**config.mk**
```make
export PLATFORM = sky130hd
export DESIGN_NAME = onewire_temp_fan_level_controller
export DESIGN_NICKNAME = d
export VERILOG_FILES = /design/src/rtl/owtf_pkg.sv /design/src/rtl/onewire_temp_fan_level_controller.sv /design/src/rtl/owtf_csr.sv /design/src/rtl/owtf_level.sv /design/src/rtl/owtf_seq.sv
export SDC_FILE = /design/constraint.sdc
export NUM_CORES = 1
export LEC_CHECK = 0
export BUFFER_PORTS_ARGS = -buffer_cell sky130_fd_sc_hd__buf_2
export CAP_MARGIN = 5
export CORE_UTILIZATION = 55
export CTS_BUF_LIST = sky130_fd_sc_hd__clkbuf_4 sky130_fd_sc_hd__clkbuf_8
export DETAILED_ROUTE_END_ITERATION = 12
export PLACE_DENSITY = 0.73
export SETUP_SLACK_MARGIN = 0.02
export SLEW_MARGIN = 20
export SYNTH_ARGS = -nofsm -noshare
export SYNTH_HDL_FRONTEND = slang
export SYNTH_HIERARCHICAL = 1
export SYNTH_SLANG_ARGS = --single-unit
```
**constraint.sdc**
```tcl
create_clock -name clock -period 9 [get_ports clock]
set_input_delay 0.45 -clock clock [delete_from_list [all_inputs] [get_ports clock]]
set_output_delay 0.45 -clock clock [all_outputs]
set_load 0.05 [all_outputs]
```
**src/rtl/owtf_pkg.sv**
```systemverilog
// Shared types and constants for the one-wire temperature fan level controller.
`timescale 1ns / 1ps
package owtf_pkg;

   // Field widths
   localparam int TEMP_W  = 16;
   localparam int LEVEL_W = 3;
   localparam int DAC_W   = 8;
   localparam int CNT_W   = 24;
   localparam int CSR_AW  = 3;
   localparam int CSR_DW  = 24;

   // Level mapping
   localparam int THRESHOLD_RAW   = 432;
   localparam int MAX_LEVEL       = 5;
   localparam int LEVEL_STEP_CODE = 36;

   // One-wire commands
   localparam logic [7:0] CMD_SKIP_ROM = 8'hCC;
   localparam logic [7:0] CMD_CONVERT  = 8'h44;
   localparam logic [7:0] CMD_READ_PAD = 8'hBE;

   // Register indexes
   localparam logic [CSR_AW-1:0] CSR_RESET_PRE   = 3'd0;
   localparam logic [CSR_AW-1:0] CSR_RESET_LOW   = 3'd1;
   localparam logic [CSR_AW-1:0] CSR_PRES_DELAY  = 3'd2;
   localparam logic [CSR_AW-1:0] CSR_PRES_POST   = 3'd3;
   localparam logic [CSR_AW-1:0] CSR_WRITE_HOLD  = 3'd4;
   localparam logic [CSR_AW-1:0] CSR_WRITE_REC   = 3'd5;
   localparam logic [CSR_AW-1:0] CSR_READ_REC    = 3'd6;
   localparam logic [CSR_AW-1:0] CSR_CONVERSION  = 3'd7;

   // Timing registers as seen by the sequencer
   typedef struct packed {
      logic [15:0]      reset_pre_ticks;
      logic [15:0]      reset_low_ticks;
      logic [15:0]      presence_delay_ticks;
      logic [15:0]      presence_post_ticks;
      logic [15:0]      write_hold_ticks;
      logic [15:0]      write_recovery_ticks;
      logic [15:0]      read_recovery_ticks;
      logic [CNT_W-1:0] conversion_ticks;
   } cfg_type;

   // One tick's result from the sequencer
   typedef struct packed {
      logic               done_res;
      logic               busy_res;
      logic [TEMP_W-1:0]  temperature_raw;
      logic [LEVEL_W-1:0] fan_level;
      logic [DAC_W-1:0]   dac_code;
      logic               line_drive_low;
   } res_type;

endpackage

```
**src/rtl/onewire_temp_fan_level_controller.sv**
```systemverilog
// Top level: one-wire temperature master with fan level output.
//
//   channel  direction  per request                 ports
//   req      in         one bus tick (level, start) req_tvalid/req_tready/req_tdata
//   rsp      out        one result per tick         rsp_tvalid/rsp_tready/rsp_tdata
//   csr      in         timing register write       csr_we/csr_addr/csr_wdata
//
// A request is taken every cycle while the
// single output register is empty or being drained in that cycle.
// The sequencer state advances only on an accepted request, so stalls on
// either side only pause the bus timing. Synchronous reset restores the
// timing registers to their defaults and the sequencer to idle.
`timescale 1ns / 1ps
module onewire_temp_fan_level_controller (
   input  logic                         clock,
   input  logic                         reset,
   input  logic                         req_tvalid,
   output logic                         req_tready,
   input  logic [7:0]                   req_tdata,  // [0] line_level, [1] start_request
   output logic                         rsp_tvalid,
   input  logic                         rsp_tready,
   // [0] line_drive_low, [8:1] dac_code, [11:9] fan_level,
   // [27:12] temperature_raw, [28] busy_res, [29] done_res
   output logic [31:0]                  rsp_tdata,
   input  logic                         csr_we,
   input  logic [owtf_pkg::CSR_AW-1:0]  csr_addr,
   input  logic [owtf_pkg::CSR_DW-1:0]  csr_wdata
);

   owtf_pkg::cfg_type cfg;
   owtf_pkg::res_type res;

   logic        accept;
   logic        rsp_valid_ff, rsp_valid_in;
   logic [31:0] rsp_data_ff, rsp_data_in;

   owtf_csr u_csr (
      .clock     (clock),
      .reset     (reset),
      .csr_we    (csr_we),
      .csr_addr  (csr_addr),
      .csr_wdata (csr_wdata),
      .cfg       (cfg)
   );

   owtf_seq u_seq (
      .clock         (clock),
      .reset         (reset),
      .advance       (accept),
      .line_level    (req_tdata[0]),
      .start_request (req_tdata[1]),
      .cfg           (cfg),
      .res           (res)
   );

   // Output register handshake
   assign req_tready   = !rsp_valid_ff || rsp_tready;
   assign accept       = req_tvalid && req_tready;
   assign rsp_valid_in = accept || (rsp_valid_ff && !rsp_tready);
   assign rsp_data_in  = accept ? {2'b00, res} : rsp_data_ff;

   always_ff @(posedge clock) begin
      if (reset) begin
         rsp_valid_ff <= 1'b0;
      end else begin
         rsp_valid_ff <= rsp_valid_in;
      end
   end

   // Result payload
   always_ff @(posedge clock) begin
      rsp_data_ff <= rsp_data_in;
   end

   assign rsp_tvalid = rsp_valid_ff;
   assign rsp_tdata  = rsp_data_ff;

endmodule

```
**src/rtl/owtf_csr.sv**
```systemverilog
// Timing register file, written through the plain write port.
`timescale 1ns / 1ps
module owtf_csr (
   input  logic                          clock,
   input  logic                          reset,
   input  logic                          csr_we,
   input  logic [owtf_pkg::CSR_AW-1:0]   csr_addr,
   input  logic [owtf_pkg::CSR_DW-1:0]   csr_wdata,
   output owtf_pkg::cfg_type             cfg
);

   owtf_pkg::cfg_type cfg_ff;
   owtf_pkg::cfg_type cfg_in;

   // Address decode, values masked to register width
   always_comb begin
      cfg_in = cfg_ff;
      if (csr_we) begin
         unique case (csr_addr)
            owtf_pkg::CSR_RESET_PRE:  cfg_in.reset_pre_ticks      = csr_wdata[15:0];
            owtf_pkg::CSR_RESET_LOW:  cfg_in.reset_low_ticks      = csr_wdata[15:0];
            owtf_pkg::CSR_PRES_DELAY: cfg_in.presence_delay_ticks = csr_wdata[15:0];
            owtf_pkg::CSR_PRES_POST:  cfg_in.presence_post_ticks  = csr_wdata[15:0];
            owtf_pkg::CSR_WRITE_HOLD: cfg_in.write_hold_ticks     = csr_wdata[15:0];
            owtf_pkg::CSR_WRITE_REC:  cfg_in.write_recovery_ticks = csr_wdata[15:0];
            owtf_pkg::CSR_READ_REC:   cfg_in.read_recovery_ticks  = csr_wdata[15:0];
            owtf_pkg::CSR_CONVERSION: cfg_in.conversion_ticks     = csr_wdata;
            default:                  cfg_in = cfg_ff;
         endcase
      end
   end

   always_ff @(posedge clock) begin
      if (reset) begin
         cfg_ff.reset_pre_ticks      <= 16'd8;
         cfg_ff.reset_low_ticks      <= 16'd80;
         cfg_ff.presence_delay_ticks <= 16'd14;
         cfg_ff.presence_post_ticks  <= 16'd20;
         cfg_ff.write_hold_ticks     <= 16'd10;
         cfg_ff.write_recovery_ticks <= 16'd5;
         cfg_ff.read_recovery_ticks  <= 16'd8;
         cfg_ff.conversion_ticks     <= 24'd150000;
      end else begin
         cfg_ff <= cfg_in;
      end
   end

   assign cfg = cfg_ff;

endmodule

```
**src/rtl/owtf_level.sv**
```systemverilog
// Maps a raw temperature to a fan level and its DAC code.
`timescale 1ns / 1ps
module owtf_level (
   input  logic [owtf_pkg::TEMP_W-1:0]  temp,
   output logic [owtf_pkg::LEVEL_W-1:0] level,
   output logic [owtf_pkg::DAC_W-1:0]   dac
);

   localparam logic signed [owtf_pkg::TEMP_W:0] THRESH =
      (owtf_pkg::TEMP_W+1)'(owtf_pkg::THRESHOLD_RAW);
   localparam int STEPS_W = owtf_pkg::TEMP_W + 1 - 4;
   localparam int CODE_W  = owtf_pkg::LEVEL_W + 6;

   logic signed [owtf_pkg::TEMP_W:0] raw;
   logic signed [owtf_pkg::TEMP_W:0] diff;
   logic [STEPS_W-1:0]               steps;
   logic [CODE_W-1:0]                code;

   // Whole degrees above threshold, saturated
   always_comb begin
      raw   = $signed({temp[owtf_pkg::TEMP_W-1], temp});
      diff  = raw - THRESH;
      steps = diff[owtf_pkg::TEMP_W:4];
      if (raw <= THRESH) begin
         level = '0;
      end else if (steps > STEPS_W'(owtf_pkg::MAX_LEVEL)) begin
         level = owtf_pkg::LEVEL_W'(owtf_pkg::MAX_LEVEL);
      end else begin
         level = steps[owtf_pkg::LEVEL_W-1:0];
      end
      code = CODE_W'(level) * CODE_W'(owtf_pkg::LEVEL_STEP_CODE);
      if (code > CODE_W'(255)) begin
         dac = '1;
      end else begin
         dac = code[owtf_pkg::DAC_W-1:0];
      end
   end

endmodule

```
**src/rtl/owtf_seq.sv**
```systemverilog
// One-wire bus sequencer: reset, commands, conversion wait, scratchpad read, level apply.
`timescale 1ns / 1ps
module owtf_seq (
   input  logic              clock,
   input  logic              reset,
   input  logic              advance,
   input  logic              line_level,
   input  logic              start_request,
   input  owtf_pkg::cfg_type cfg,
   output owtf_pkg::res_type res
);

   // Phase codes
   localparam logic [3:0] PH_IDLE       = 4'd0;
   localparam logic [3:0] PH_RST_PRE    = 4'd1;
   localparam logic [3:0] PH_RST_LOW    = 4'd2;
   localparam logic [3:0] PH_PRES_DELAY = 4'd3;
   localparam logic [3:0] PH_PRES_LOW   = 4'd4;
   localparam logic [3:0] PH_PRES_HIGH  = 4'd5;
   localparam logic [3:0] PH_PRES_POST  = 4'd6;
   localparam logic [3:0] PH_WR_LOW     = 4'd7;
   localparam logic [3:0] PH_WR_HOLD    = 4'd8;
   localparam logic [3:0] PH_WR_REC     = 4'd9;
   localparam logic [3:0] PH_CONV       = 4'd10;
   localparam logic [3:0] PH_RD_LOW     = 4'd11;
   localparam logic [3:0] PH_RD_SAMPLE  = 4'd12;
   localparam logic [3:0] PH_RD_REC     = 4'd13;
   localparam logic [3:0] PH_APPLY      = 4'd14;

   // Sequence steps
   localparam logic [2:0] STEP_SKIP_A  = 3'd0;
   localparam logic [2:0] STEP_CONVERT = 3'd1;
   localparam logic [2:0] STEP_WAIT    = 3'd2;
   localparam logic [2:0] STEP_SKIP_B  = 3'd3;
   localparam logic [2:0] STEP_READPAD = 3'd4;
   localparam logic [2:0] STEP_RD_LO   = 3'd5;
   localparam logic [2:0] STEP_RD_HI   = 3'd6;

   localparam int CW = owtf_pkg::CNT_W;

   logic [3:0]                     phase_ff, phase_in;
   logic [CW-1:0]                  delay_ff, delay_in;
   logic [2:0]                     bit_ff, bit_in;
   logic [2:0]                     byte_ff, byte_in;
   logic [7:0]                     shift_ff, shift_in;
   logic [7:0]                     low_ff, low_in;
   logic [owtf_pkg::TEMP_W-1:0]    temp_ff, temp_in;
   logic [owtf_pkg::LEVEL_W-1:0]   level_ff, level_in;
   logic [owtf_pkg::DAC_W-1:0]     dac_ff, dac_in;

   logic [owtf_pkg::LEVEL_W-1:0]   calc_level;
   logic [owtf_pkg::DAC_W-1:0]     calc_dac;
   logic [CW-1:0]                  wait_len;
   logic [CW-1:0]                  cnt_inc;
   logic                           wait_hit;
   logic [2:0]                     step_sel;
   logic [3:0]                     step_phase;
   logic [7:0]                     step_shift;
   logic                           drive;
   logic                           done;

   owtf_level u_level (
      .temp  (temp_ff),
      .level (calc_level),
      .dac   (calc_dac)
   );

   // Wait length of the current phase
   always_comb begin
      case (phase_ff)
         PH_RST_PRE:    wait_len = CW'(cfg.reset_pre_ticks);
         PH_RST_LOW:    wait_len = CW'(cfg.reset_low_ticks);
         PH_PRES_DELAY: wait_len = CW'(cfg.presence_delay_ticks);
         PH_PRES_POST:  wait_len = CW'(cfg.presence_post_ticks);
         PH_WR_HOLD:    wait_len = CW'(cfg.write_hold_ticks);
         PH_WR_REC:     wait_len = CW'(cfg.write_recovery_ticks);
         PH_RD_REC:     wait_len = CW'(cfg.read_recovery_ticks);
         PH_CONV:       wait_len = cfg.conversion_ticks;
         default:       wait_len = '0;
      endcase
      cnt_inc  = delay_ff + CW'(1);
      wait_hit = (cnt_inc >= wait_len);
   end

   // Entry into the next sequence step
   always_comb begin
      step_sel   = (phase_ff == PH_PRES_POST) ? byte_ff : byte_ff + 3'd1;
      step_shift = shift_ff;
      unique case (step_sel) inside
         STEP_SKIP_A, STEP_SKIP_B: begin
            step_shift = owtf_pkg::CMD_SKIP_ROM;
            step_phase = PH_WR_LOW;
         end
         STEP_CONVERT: begin
            step_shift = owtf_pkg::CMD_CONVERT;
            step_phase = PH_WR_LOW;
         end
         STEP_READPAD: begin
            step_shift = owtf_pkg::CMD_READ_PAD;
            step_phase = PH_WR_LOW;
         end
         STEP_WAIT:  step_phase = PH_CONV;
         STEP_RD_LO, STEP_RD_HI: begin
            step_shift = 8'h00;
            step_phase = PH_RD_LOW;
         end
         default:    step_phase = PH_APPLY;
      endcase
   end

   // Phase machine for one tick
   always_comb begin
      phase_in = phase_ff;
      delay_in = delay_ff;
      bit_in   = bit_ff;
      byte_in  = byte_ff;
      shift_in = shift_ff;
      low_in   = low_ff;
      temp_in  = temp_ff;
      level_in = level_ff;
      dac_in   = dac_ff;
      drive    = 1'b0;
      done     = 1'b0;
      unique case (phase_ff)
         PH_IDLE: begin
            if (start_request) begin
               byte_in  = STEP_SKIP_A;
               delay_in = '0;
               phase_in = PH_RST_PRE;
            end
         end
         PH_RST_PRE: begin
            delay_in = wait_hit ? '0 : cnt_inc;
            if (wait_hit) phase_in = PH_RST_LOW;
         end
         PH_RST_LOW: begin
            drive    = 1'b1;
            delay_in = wait_hit ? '0 : cnt_inc;
            if (wait_hit) phase_in = PH_PRES_DELAY;
         end
         PH_PRES_DELAY: begin
            delay_in = wait_hit ? '0 : cnt_inc;
            if (wait_hit) phase_in = PH_PRES_LOW;
         end
         PH_PRES_LOW: begin
            if (!line_level) phase_in = PH_PRES_HIGH;
         end
         PH_PRES_HIGH: begin
            if (line_level) begin
               delay_in = '0;
               phase_in = PH_PRES_POST;
            end
         end
         PH_PRES_POST: begin
            delay_in = wait_hit ? '0 : cnt_inc;
            if (wait_hit) begin
               bit_in   = '0;
               shift_in = step_shift;
               phase_in = step_phase;
            end
         end
         PH_WR_LOW: begin
            drive    = 1'b1;
            delay_in = '0;
            phase_in = PH_WR_HOLD;
         end
         PH_WR_HOLD: begin
            drive    = ~shift_ff[0];
            delay_in = wait_hit ? '0 : cnt_inc;
            if (wait_hit) phase_in = PH_WR_REC;
         end
         PH_WR_REC: begin
            delay_in = wait_hit ? '0 : cnt_inc;
            if (wait_hit) begin
               shift_in = {1'b0, shift_ff[7:1]};
               bit_in   = bit_ff + 3'd1;
               if (bit_ff == 3'd7) begin
                  byte_in  = step_sel;
                  shift_in = step_shift;
                  phase_in = step_phase;
               end else begin
                  phase_in = PH_WR_LOW;
               end
            end
         end
         PH_CONV: begin
            delay_in = wait_hit ? '0 : cnt_inc;
            if (wait_hit) begin
               byte_in  = STEP_SKIP_B;
               phase_in = PH_RST_PRE;
            end
         end
         PH_RD_LOW: begin
            drive    = 1'b1;
            phase_in = PH_RD_SAMPLE;
         end
         PH_RD_SAMPLE: begin
            shift_in = {line_level, shift_ff[7:1]};
            delay_in = '0;
            phase_in = PH_RD_REC;
         end
         PH_RD_REC: begin
            delay_in = wait_hit ? '0 : cnt_inc;
            if (wait_hit) begin
               bit_in = bit_ff + 3'd1;
               if (bit_ff == 3'd7) begin
                  if (byte_ff == STEP_RD_LO) begin
                     low_in = shift_ff;
                  end else begin
                     temp_in = {shift_ff, low_ff};
                  end
                  byte_in  = step_sel;
                  shift_in = step_shift;
                  phase_in = step_phase;
               end else begin
                  phase_in = PH_RD_LOW;
               end
            end
         end
         PH_APPLY: begin
            level_in = calc_level;
            dac_in   = calc_dac;
            done     = 1'b1;
            byte_in  = STEP_SKIP_A;
            delay_in = '0;
            phase_in = PH_IDLE;
         end
         default: phase_in = PH_IDLE;
      endcase
   end

   // State advances once per accepted request
   always_ff @(posedge clock) begin
      if (reset) begin
         phase_ff <= PH_IDLE;
         delay_ff <= '0;
         bit_ff   <= '0;
         byte_ff  <= '0;
         shift_ff <= '0;
         low_ff   <= '0;
         temp_ff  <= '0;
         level_ff <= '0;
         dac_ff   <= '0;
      end else if (advance) begin
         phase_ff <= phase_in;
         delay_ff <= delay_in;
         bit_ff   <= bit_in;
         byte_ff  <= byte_in;
         shift_ff <= shift_in;
         low_ff   <= low_in;
         temp_ff  <= temp_in;
         level_ff <= level_in;
         dac_ff   <= dac_in;
      end
   end

   assign res.done_res        = done;
   assign res.busy_res        = (phase_ff != PH_IDLE);
   assign res.temperature_raw = temp_in;
   assign res.fan_level       = level_in;
   assign res.dac_code        = dac_in;
   assign res.line_drive_low  = drive;

endmodule

```
==> metrics.md, run 1 <==
| Metric | Value |
|---|---|
| CTS H-tree lvls | `2` |
| Post-cts resize count | `0` |
| ANT cells | `0` |
| PwrDens | `190.2 nW/um^2` |
| Post-synthesis adder-cell area fraction | `0.03051` |
| Initial DRC count | `554` |
| Setup Viol. Count Final | `0` |
| Detailed-route vias per instance | `5.896` |
| Main combinational cell family by area after synthesis | `simple AND/OR/NAND/NOR gates` |
| Die height | `154.0 um` |
| Max Transition Viols Final | `0` |
| Design area | `13,830 um^2` |
| Crit start category | `flop` |
| Setup Skew | `0.02894 ns` |
| #FFs+latches synth | `244` |
| Hold Buf Count CTS | `0` |
| Crit Path Max Fanout | `22` |
| Horiz. Die Dim | `154.0 um` |
| Worst vdd ir | `0.0001308 V` |
| I/O Buffers | `65` |
| # DRC | `0` |
| CTS tree | `built` |
| Initial antenna violation count | `0` |
| Antenna violation net count after detailed routing | `0` |
| CTS sink cnt | `244` |
| Internal Power | `1.863 mW` |
| Initial Util | `0.5615` |
| Layout cell share with drive strength beyond 1 | `0.1668` |
| WL final | `29.16 mm` |
| Final TNS setup | `0 ns` |
| CP Capture Type | `flop` |
| Syn Area/Cell | `9.824 um^2` |
| Clock Path Buffers | `3` |
| Most used DFF post-synth | `dfxtp_1` |
| Share of power burned in registers | `0.449` |
| Nets | `1,382` |
| Simple logic cell fraction of the synthesized area | `0.2028` |
| GRT overflow | `0` |
| Post-synth ARST share | `0` |
| Number of global-route vias before repair | `9,292` |
| Register area | `5185 um^2` |
| Mux cell area share after synthesis | `0.1625` |
| Std cell rows | `55` |
| Fmax | `0.2081 GHz` |
| Largest net degree at the start of global routing | `97` |
| Worst-skew pair later-pin latency | `0.55 ns` |
| Sequential cell area fraction in the yosys report | `0.4079` |
| Final Hold Vio Count | `0` |
| Postcts setup bufs | `0` |
| GPL Wtd Cong | `0.8741` |
| Gate Count Post-Synth | `1,294` |
| CTS root buf | `clkbuf_8` |
| IO Count | `74` |
| Leakage power | `5.884 nW` |
| Sw Ratio | `0.2916` |
| Fill count | `1,892` |
| Synth Area in XOR/XNOR | `0.01998` |
| Compound-Gate Fraction of Synth Area | `0.1255` |
| Final worst-path cycle share | `0.5339` |
| Drt pass-1 iters | `5` |
| Least-Margin Pin Slew | `1.098 ns` |
| Ys Warns | `6` |
| CTS clk-pin slew, worst paths | `0.06 ns` |
| Post-synthesis cell area | `12,710 um^2` |
| Via count | `9,598` |
| Core outline area | `22,640 um^2` |
| EDFF count, synth | `30` |
| First-pass GRT wire length | `46.89 mm` |
| Critical Path RT | `9.40 ns` |
| Crit Path Category | `reg2reg` |
| Data arrival, critical path | `5.20 ns` |
| Max-slew headroom | `0.2677` |
| Crit path time final | `4.805 ns` |
| Detailed placement HPWL | `18.36 mm` |
| Max-cap viol count | `0` |
| Post-DP Area | `12,940 um^2` |
| Die area | `23,730 um^2` |
| Hold Path Class | `in2reg` |
| Combinational Power Share | `0.156` |
| Multi-input gate area | `6924 um^2` |
| Status | `finished clean` |
| Area delta synth->final | `8.770%` |
| DR WL/cell | `17.91 um` |
| Post-synth cell types | `90` |
| Num CTS Buffers | `42` |
| GRT Total Usage | `0.2451` |
| Net switching power | `0.7666 mW` |
| Clk pwr share | `0.395` |
| RSZ-0062 raised after global routing | `false` |
## power groups by stage
stage | Clock (mW) | Combinational (mW) | Sequential, mW
2_1_floorplan | 0 | 0.316 | 1.20
3_3_place_gp | 0 | 0.400 | 1.20
3_5_place_dp | 0 | 0.406 | 1.20
4_1_cts | 1.06 | 0.408 | 1.18
5_1_grt | 1.11 | 0.445 | 1.19
6_report | 1.04 | 0.410 | 1.18
## stage by stage
step | power (mW) | worst slack [ns] | utilization | hold slack, ns | instances
after CTS | 2.647 | 4.197 | 0.6107 | 0.1287 | 1628
after detailed placement | 1.608 | 4.245 | 0.5715 | 0.4609 | 1552
final | 2.629 | 4.195 | 0.6107 | 0.1535 | 1628
after global routing | 2.739 | 3.874 | 0.6107 | 0.1534 | 1628
after floorplan | 1.518 | 5.401 | - | 0.4484 | 1296
after global placement | 1.602 | 4.279 | 0.5715 | 0.4581 | 1552
## area by class of cell
type	instances	share of cell area
clock buffers	67	0.06036
flip-flops and latches	244	0.3750
inverters	17	0.004615
repair buffers	76	0.02968
well taps	285	0.02579
multi-input cells	930	0.5008
clock inverters	9	0.003801
## cells in the mapped netlist (3+ instances only)
cell	n	area, um^2
mux2_2	27	304.0
mux2i_1	176	1762
o21bai_1	4	30.03
dfxtp_1	214	4284
o22ai_1	5	31.28
clkbuf_1	46	172.7
nor2_1	115	431.7
a211oi_1	9	67.56
o311a_1	4	40.04
a31o_2	3	26.28
nor3_1	14	70.07
o32ai_1	4	35.03
nand3_1	24	120.1
buf_6	8	90.09
and3_1	33	206.5
edfxtp_1	30	900.9
or3_1	3	18.77
o31ai_1	3	22.52
buf_2	30	150.1
and4_1	3	26.28
a21oi_1	25	125.1
and2_1	15	93.84
a221oi_1	18	157.7
a22o_1	26	227.7
or2_2	4	25.02
xor2_1	10	87.58
nand4_1	7	43.79
o21ai_1	4	20.02
a221o_1	6	60.06
a21oi_2	3	26.28
nor2_2	3	18.77
o211a_1	4	40.04
o211ai_1	5	37.54
nand4b_1	3	26.28
nand2_1	48	180.2
buf_4	18	135.1
o21ai_0	17	85.08
inv_1	17	63.81
ha_1	31	387.9
nand2b_1	146	913.4
nand3b_1	3	22.52
xnor2_1	19	166.4
a22oi_1	39	292.8
o21a_1	4	30.03
## placed cells by master (no fill, tap or decap), types with 4 or more instances in the layout
cell type | netlist | layout
dfxtp_1 | 214 | 214
mux2i_1 | 176 | 176
nand2b_1 | 146 | 146
nor2_1 | 115 | 112
buf_2 | 30 | 64
clkbuf_8 | 0 | 53
nand2_1 | 48 | 48
a22oi_1 | 39 | 39
and3_1 | 33 | 33
ha_1 | 31 | 31
edfxtp_1 | 30 | 30
mux2_2 | 27 | 27
a22o_1 | 26 | 26
a21oi_1 | 25 | 25
nand3_1 | 24 | 24
xnor2_1 | 19 | 19
a221oi_1 | 18 | 18
inv_1 | 17 | 17
o21ai_0 | 17 | 17
and2_1 | 15 | 15
clkbuf_4 | 0 | 14
nor3_1 | 14 | 14
buf_4 | 18 | 12
xor2_1 | 10 | 10
a211oi_1 | 9 | 9
nand4_1 | 7 | 7
clkinv_2 | 0 | 6
nor2_2 | 3 | 6
a221o_1 | 6 | 6
o211ai_1 | 5 | 5
o22ai_1 | 5 | 5
conb_1 | 2 | 4
o211a_1 | 4 | 4
or2_2 | 4 | 4
o21a_1 | 4 | 4
o21bai_1 | 4 | 4
o311a_1 | 4 | 4
o21ai_1 | 4 | 4
o32ai_1 | 4 | 4
## final timing paths
path                     startpoint               end  slack, ns  cells after the start
hold / removal           req_tvalid        rsp_tvalid       0.15                      3
setup / recovery  u_seq/phase_ff[0]  u_seq/temp_ff[7]       4.19                     12
hold reg to reg       u_csr/cfg[69]     u_csr/cfg[69]       0.47                      2
setup reg to reg  u_seq/phase_ff[0]  u_seq/temp_ff[7]       4.19                     12
## cells by family (layout without fill, tap and decap cells)
group | Yosys count | after routing
other cells | 2 | 4
flops | 244 | 244
mux | 203 | 203
simple gates | 457 | 457
buf+inv | 122 | 169
fa+ha+maj | 31 | 31
xor+xnor | 29 | 29
compound gates | 206 | 206
## worst max-delay path: stages, from the launching register on
cell and delay [ns]:
dfxtp_1 0.79, nand2b_2 0.26, nor3_4 0.81, a221oi_1 0.22, and3_1 0.27, ha_1 0.30
o21ai_0 0.09, a211oi_1 0.30, nand3_1 0.25, nor2_4 0.24, o211a_1 0.78, mux2i_1 0.26
nor2_1 0.06
## layer usage
metal	track usage	share of wire	wire length, um	vias up
met5	0	0	0	-
met4	0.1024	0.028	829	0
met3	0.04059	0.052	1517	70
met2	0.4054	0.46	13520	279
met1	0.3169	0.46	13290	4583
li1	-	-	-	4666
## sequential cells by signal, indices dropped and copies added (netlist names)
signal,count
rsp_tvalid,1
rsp_tdata,30
u_seq/level_ff,3
u_seq/bit_ff,3
u_seq/byte_ff,3
u_seq/low_ff,8
u_seq/phase_ff,4
u_seq/shift_ff,8
u_seq/dac_ff,8
u_seq/delay_ff,24
u_csr/cfg,136
u_seq/temp_ff,16
Note: power is estimated with default switching activity, not from simulation.
==> run 2, diff against run 1 <==
==> constraint.sdc (replaced) <==
create_clock -name clock -period 4.45 [get_ports clock]
set_input_delay 0.2225 -clock clock [delete_from_list [all_inputs] [get_ports clock]]
set_output_delay 0.2225 -clock clock [all_outputs]
set_load 0.05 [all_outputs]
==> run 2 against run 1 <==
Effect of this change: global-route usage increased by 0.85 points; worst hold slack got worse by 0.013 ns; register-to-register slack got worse by 3.7 ns; die area is the same; first-iteration DRC count grew 15%; clock-buffer cell count unchanged; sequential share of layout area down 0.81 points; via count rose by 1.1%; design area grew 2.2%; largest power group unchanged; utilization increased by 1.3 points; worst setup slack worse by 3.7 ns.
==> metrics.md, run 2 (synthesis gave the netlist of run 1 again) <==
| Metric | Value |
|---|---|
| GRT Total Usage | `0.2535 (was 0.2451)` |
| Final core occ | `0.6242 (was 0.6107)` |
| Worst Hold Slack | `0.1405 ns (was 0.1535 ns)` |
| GPL Wtd Cong | `0.8953 (was 0.8741)` |
| Detailed placement HPWL | `18.57 mm (was 18.36 mm)` |
| Antenna violation net count after detailed routing | `0 (unchanged)` |
| I/O Buffers | `65 (unchanged)` |
| Crit start category | `flop (unchanged)` |
| Final worst-path cycle share | `0.8893 (was 0.5339)` |
| ANT cells | `0 (unchanged)` |
| Drt pass-1 iters | `5 (unchanged)` |
| M3 GR Usage | `0.03664 (was 0.04059)` |
| CTS sink cnt | `244 (unchanged)` |
| Initial Util | `0.5615 (unchanged)` |
| Max-slew headroom | `0.2297 (was 0.2677)` |
| Setup Viol. Count Final | `0 (unchanged)` |
| IO Count | `74 (unchanged)` |
| Area delta synth->final | `11.16% (was 8.770%)` |
| Die area | `23,730 um^2 (unchanged)` |
| Setup Skew | `0.02331 ns (was 0.02894 ns)` |
| GRT overflow | `0 (unchanged)` |
| Fmax | `0.2527 GHz (was 0.2081 GHz)` |
| Initial antenna violation count | `0 (unchanged)` |
| Status | `finished clean (unchanged)` |
| Max FFs per register | `136 (unchanged)` |
| Critical Path RT | `4.83 ns (was 9.40 ns)` |
| RSZ-0062 raised after global routing | `false (unchanged)` |
| Final TNS setup | `0 ns (unchanged)` |
| Place WS | `0.4752 ns (was 4.245 ns)` |
| Met1 GRT Util | `0.3184 (was 0.3169)` |
| Min setup slack post-route | `0.4927 ns (was 4.195 ns)` |
| Most common cell after layout, fill and taps aside | `dfxtp_1 (unchanged)` |
| Clock Path Buffers | `3 (unchanged)` |
| DR WL/cell | `18.09 um (was 17.91 um)` |
| Crit Path Max Fanout | `16 (was 22)` |
| Crit path time final | `3.957 ns (was 4.805 ns)` |
| Tot Pwr | `5.367 mW (was 2.629 mW)` |
| Worst vdd ir | `0.0002509 V (was 0.0001308 V)` |
| Met2 usage | `0.4422 (was 0.4054)` |
| Leakage power | `6.050 nW (was 5.884 nW)` |
| Horiz. Die Dim | `154.0 um (unchanged)` |
| Die height | `154.0 um (unchanged)` |
| Number of global-route vias before repair | `9,404 (was 9,292)` |
| Layout cell share with drive strength beyond 1 | `0.1693 (was 0.1668)` |
| Via count | `9,707 (was 9,598)` |
| CTS root buf | `clkbuf_8 (unchanged)` |
| Largest net degree at the start of global routing | `116 (was 97)` |
| Hold Path Class | `in2reg (unchanged)` |
| WL final | `30.05 mm (was 29.16 mm)` |
| CTS clk-pin slew, worst paths | `0.06 ns (about the same)` |
| Detailed-route vias per instance | `5.844 (was 5.896)` |
| Max Transition Viols Final | `0 (unchanged)` |
| Flop2flop setup slack | `0.49 ns (was 4.19 ns)` |
| First-pass GRT wire length | `48.26 mm (was 46.89 mm)` |
| Fill count | `1,916 (was 1,892)` |
| Final Hold Vio Count | `0 (unchanged)` |
| Worst-skew pair later-pin latency | `0.55 ns (about the same)` |
| Std cell rows | `55 (unchanged)` |
| Busiest layer in global routing | `met2 (unchanged)` |
| CTS H-tree lvls | `2 (unchanged)` |
| Max-cap viol count | `0 (unchanged)` |
| # DRC | `0 (unchanged)` |
| Core outline area | `22,640 um^2 (unchanged)` |
| Data arrival, critical path | `4.34 ns (was 5.20 ns)` |
| Least-Margin Pin Slew | `1.152 ns (was 1.098 ns)` |
| CP Capture Type | `flop (unchanged)` |
| Nets | `1,418 (was 1,382)` |
| Most frequent cells in the layout | `214 x dfxtp_1, 176 x mux2i_1, 146 x nand2b_1 (unchanged)` |
| Num CTS Buffers | `42 (unchanged)` |
| CTS tree | `built (unchanged)` |
| PwrDens | `379.8 nW/um^2 (was 190.2 nW/um^2)` |
| Initial DRC count | `638 (was 554)` |
| Crit Path Category | `reg2reg (unchanged)` |
-- run 2: changes by cell type in the layout (fill, tap and decap cells not counted), sizes merged --
cell         delta
buf            +14
bufinv          +1
clkinv          -4
dlygate4sd3    +22
-- run 2: timing repair --
action / in CTS / in global routing
buffers inserted: 0 / 0
hold buffers: 22 / 0
hold endpoints to repair: 32 / 0
resized for setup: 0 / 1
setup endpoints to repair: 0 / 16
-- run 2: critical path: stages (launching register included) --
cell      delay, ns
dfxtp_1        0.42
ha_1           0.26
nand3_1        0.19
nor3_1         0.32
nand4_1        0.26
nand2b_1       0.25
xnor2_1        0.14
ha_1           0.30
nand4_1        0.19
nor3_1         0.23
a21oi_1        0.09
o211ai_1       0.14
buf_4          0.26
o211a_1        0.16
buf_4          0.30
mux2i_1        0.23
nor2_1         0.06
-- run 2: cell type report --
type	count	area, um^2	area share
clock buffer	67	809.5	0.05729
clock inverter	6	62.56	0.004427
inverter	17	63.81	0.004516
multi-input combinational	930	6918	0.4895
sequential	244	5185	0.3669
tap	285	356.6	0.02523
timing repair buffer	112	735.7	0.05206
-- run 2: power by group --
part           switching [mW]  internal, mW
Clock                   0.896          1.21
Combinational           0.608         0.312
Sequential             0.0483          2.29
Total                    1.55          3.81
-- run 2: stage by stage --
stage / cell area (um^2) / instances
3_3_place_gp: 13030 / 1566
3_5_place_dp: 13030 / 1566
5_1_grt: 14130 / 1661
4_1_cts: 14130 / 1661
6_report: 14130 / 1661
2_1_floorplan: 12720 / 1296
-- run 2: metal layers --
layer	part of all wire	wire, um	up-vias
met3	0.042	1255	60
met4	0.025	759	0
li1	-	-	4732
met2	0.48	14420	241
met1	0.45	13620	4674
met5	0	0	-
-- run 2: final timing paths --
kind              cells past startpoint               end         startpoint
setup / recovery                     16  u_seq/temp_ff[4]  u_seq/delay_ff[0]
hold / removal                        3     u_csr/cfg[33]       csr_wdata[9]
setup reg to reg                     16  u_seq/temp_ff[4]  u_seq/delay_ff[0]
hold reg to reg                       2     u_csr/cfg[62]      u_csr/cfg[62]
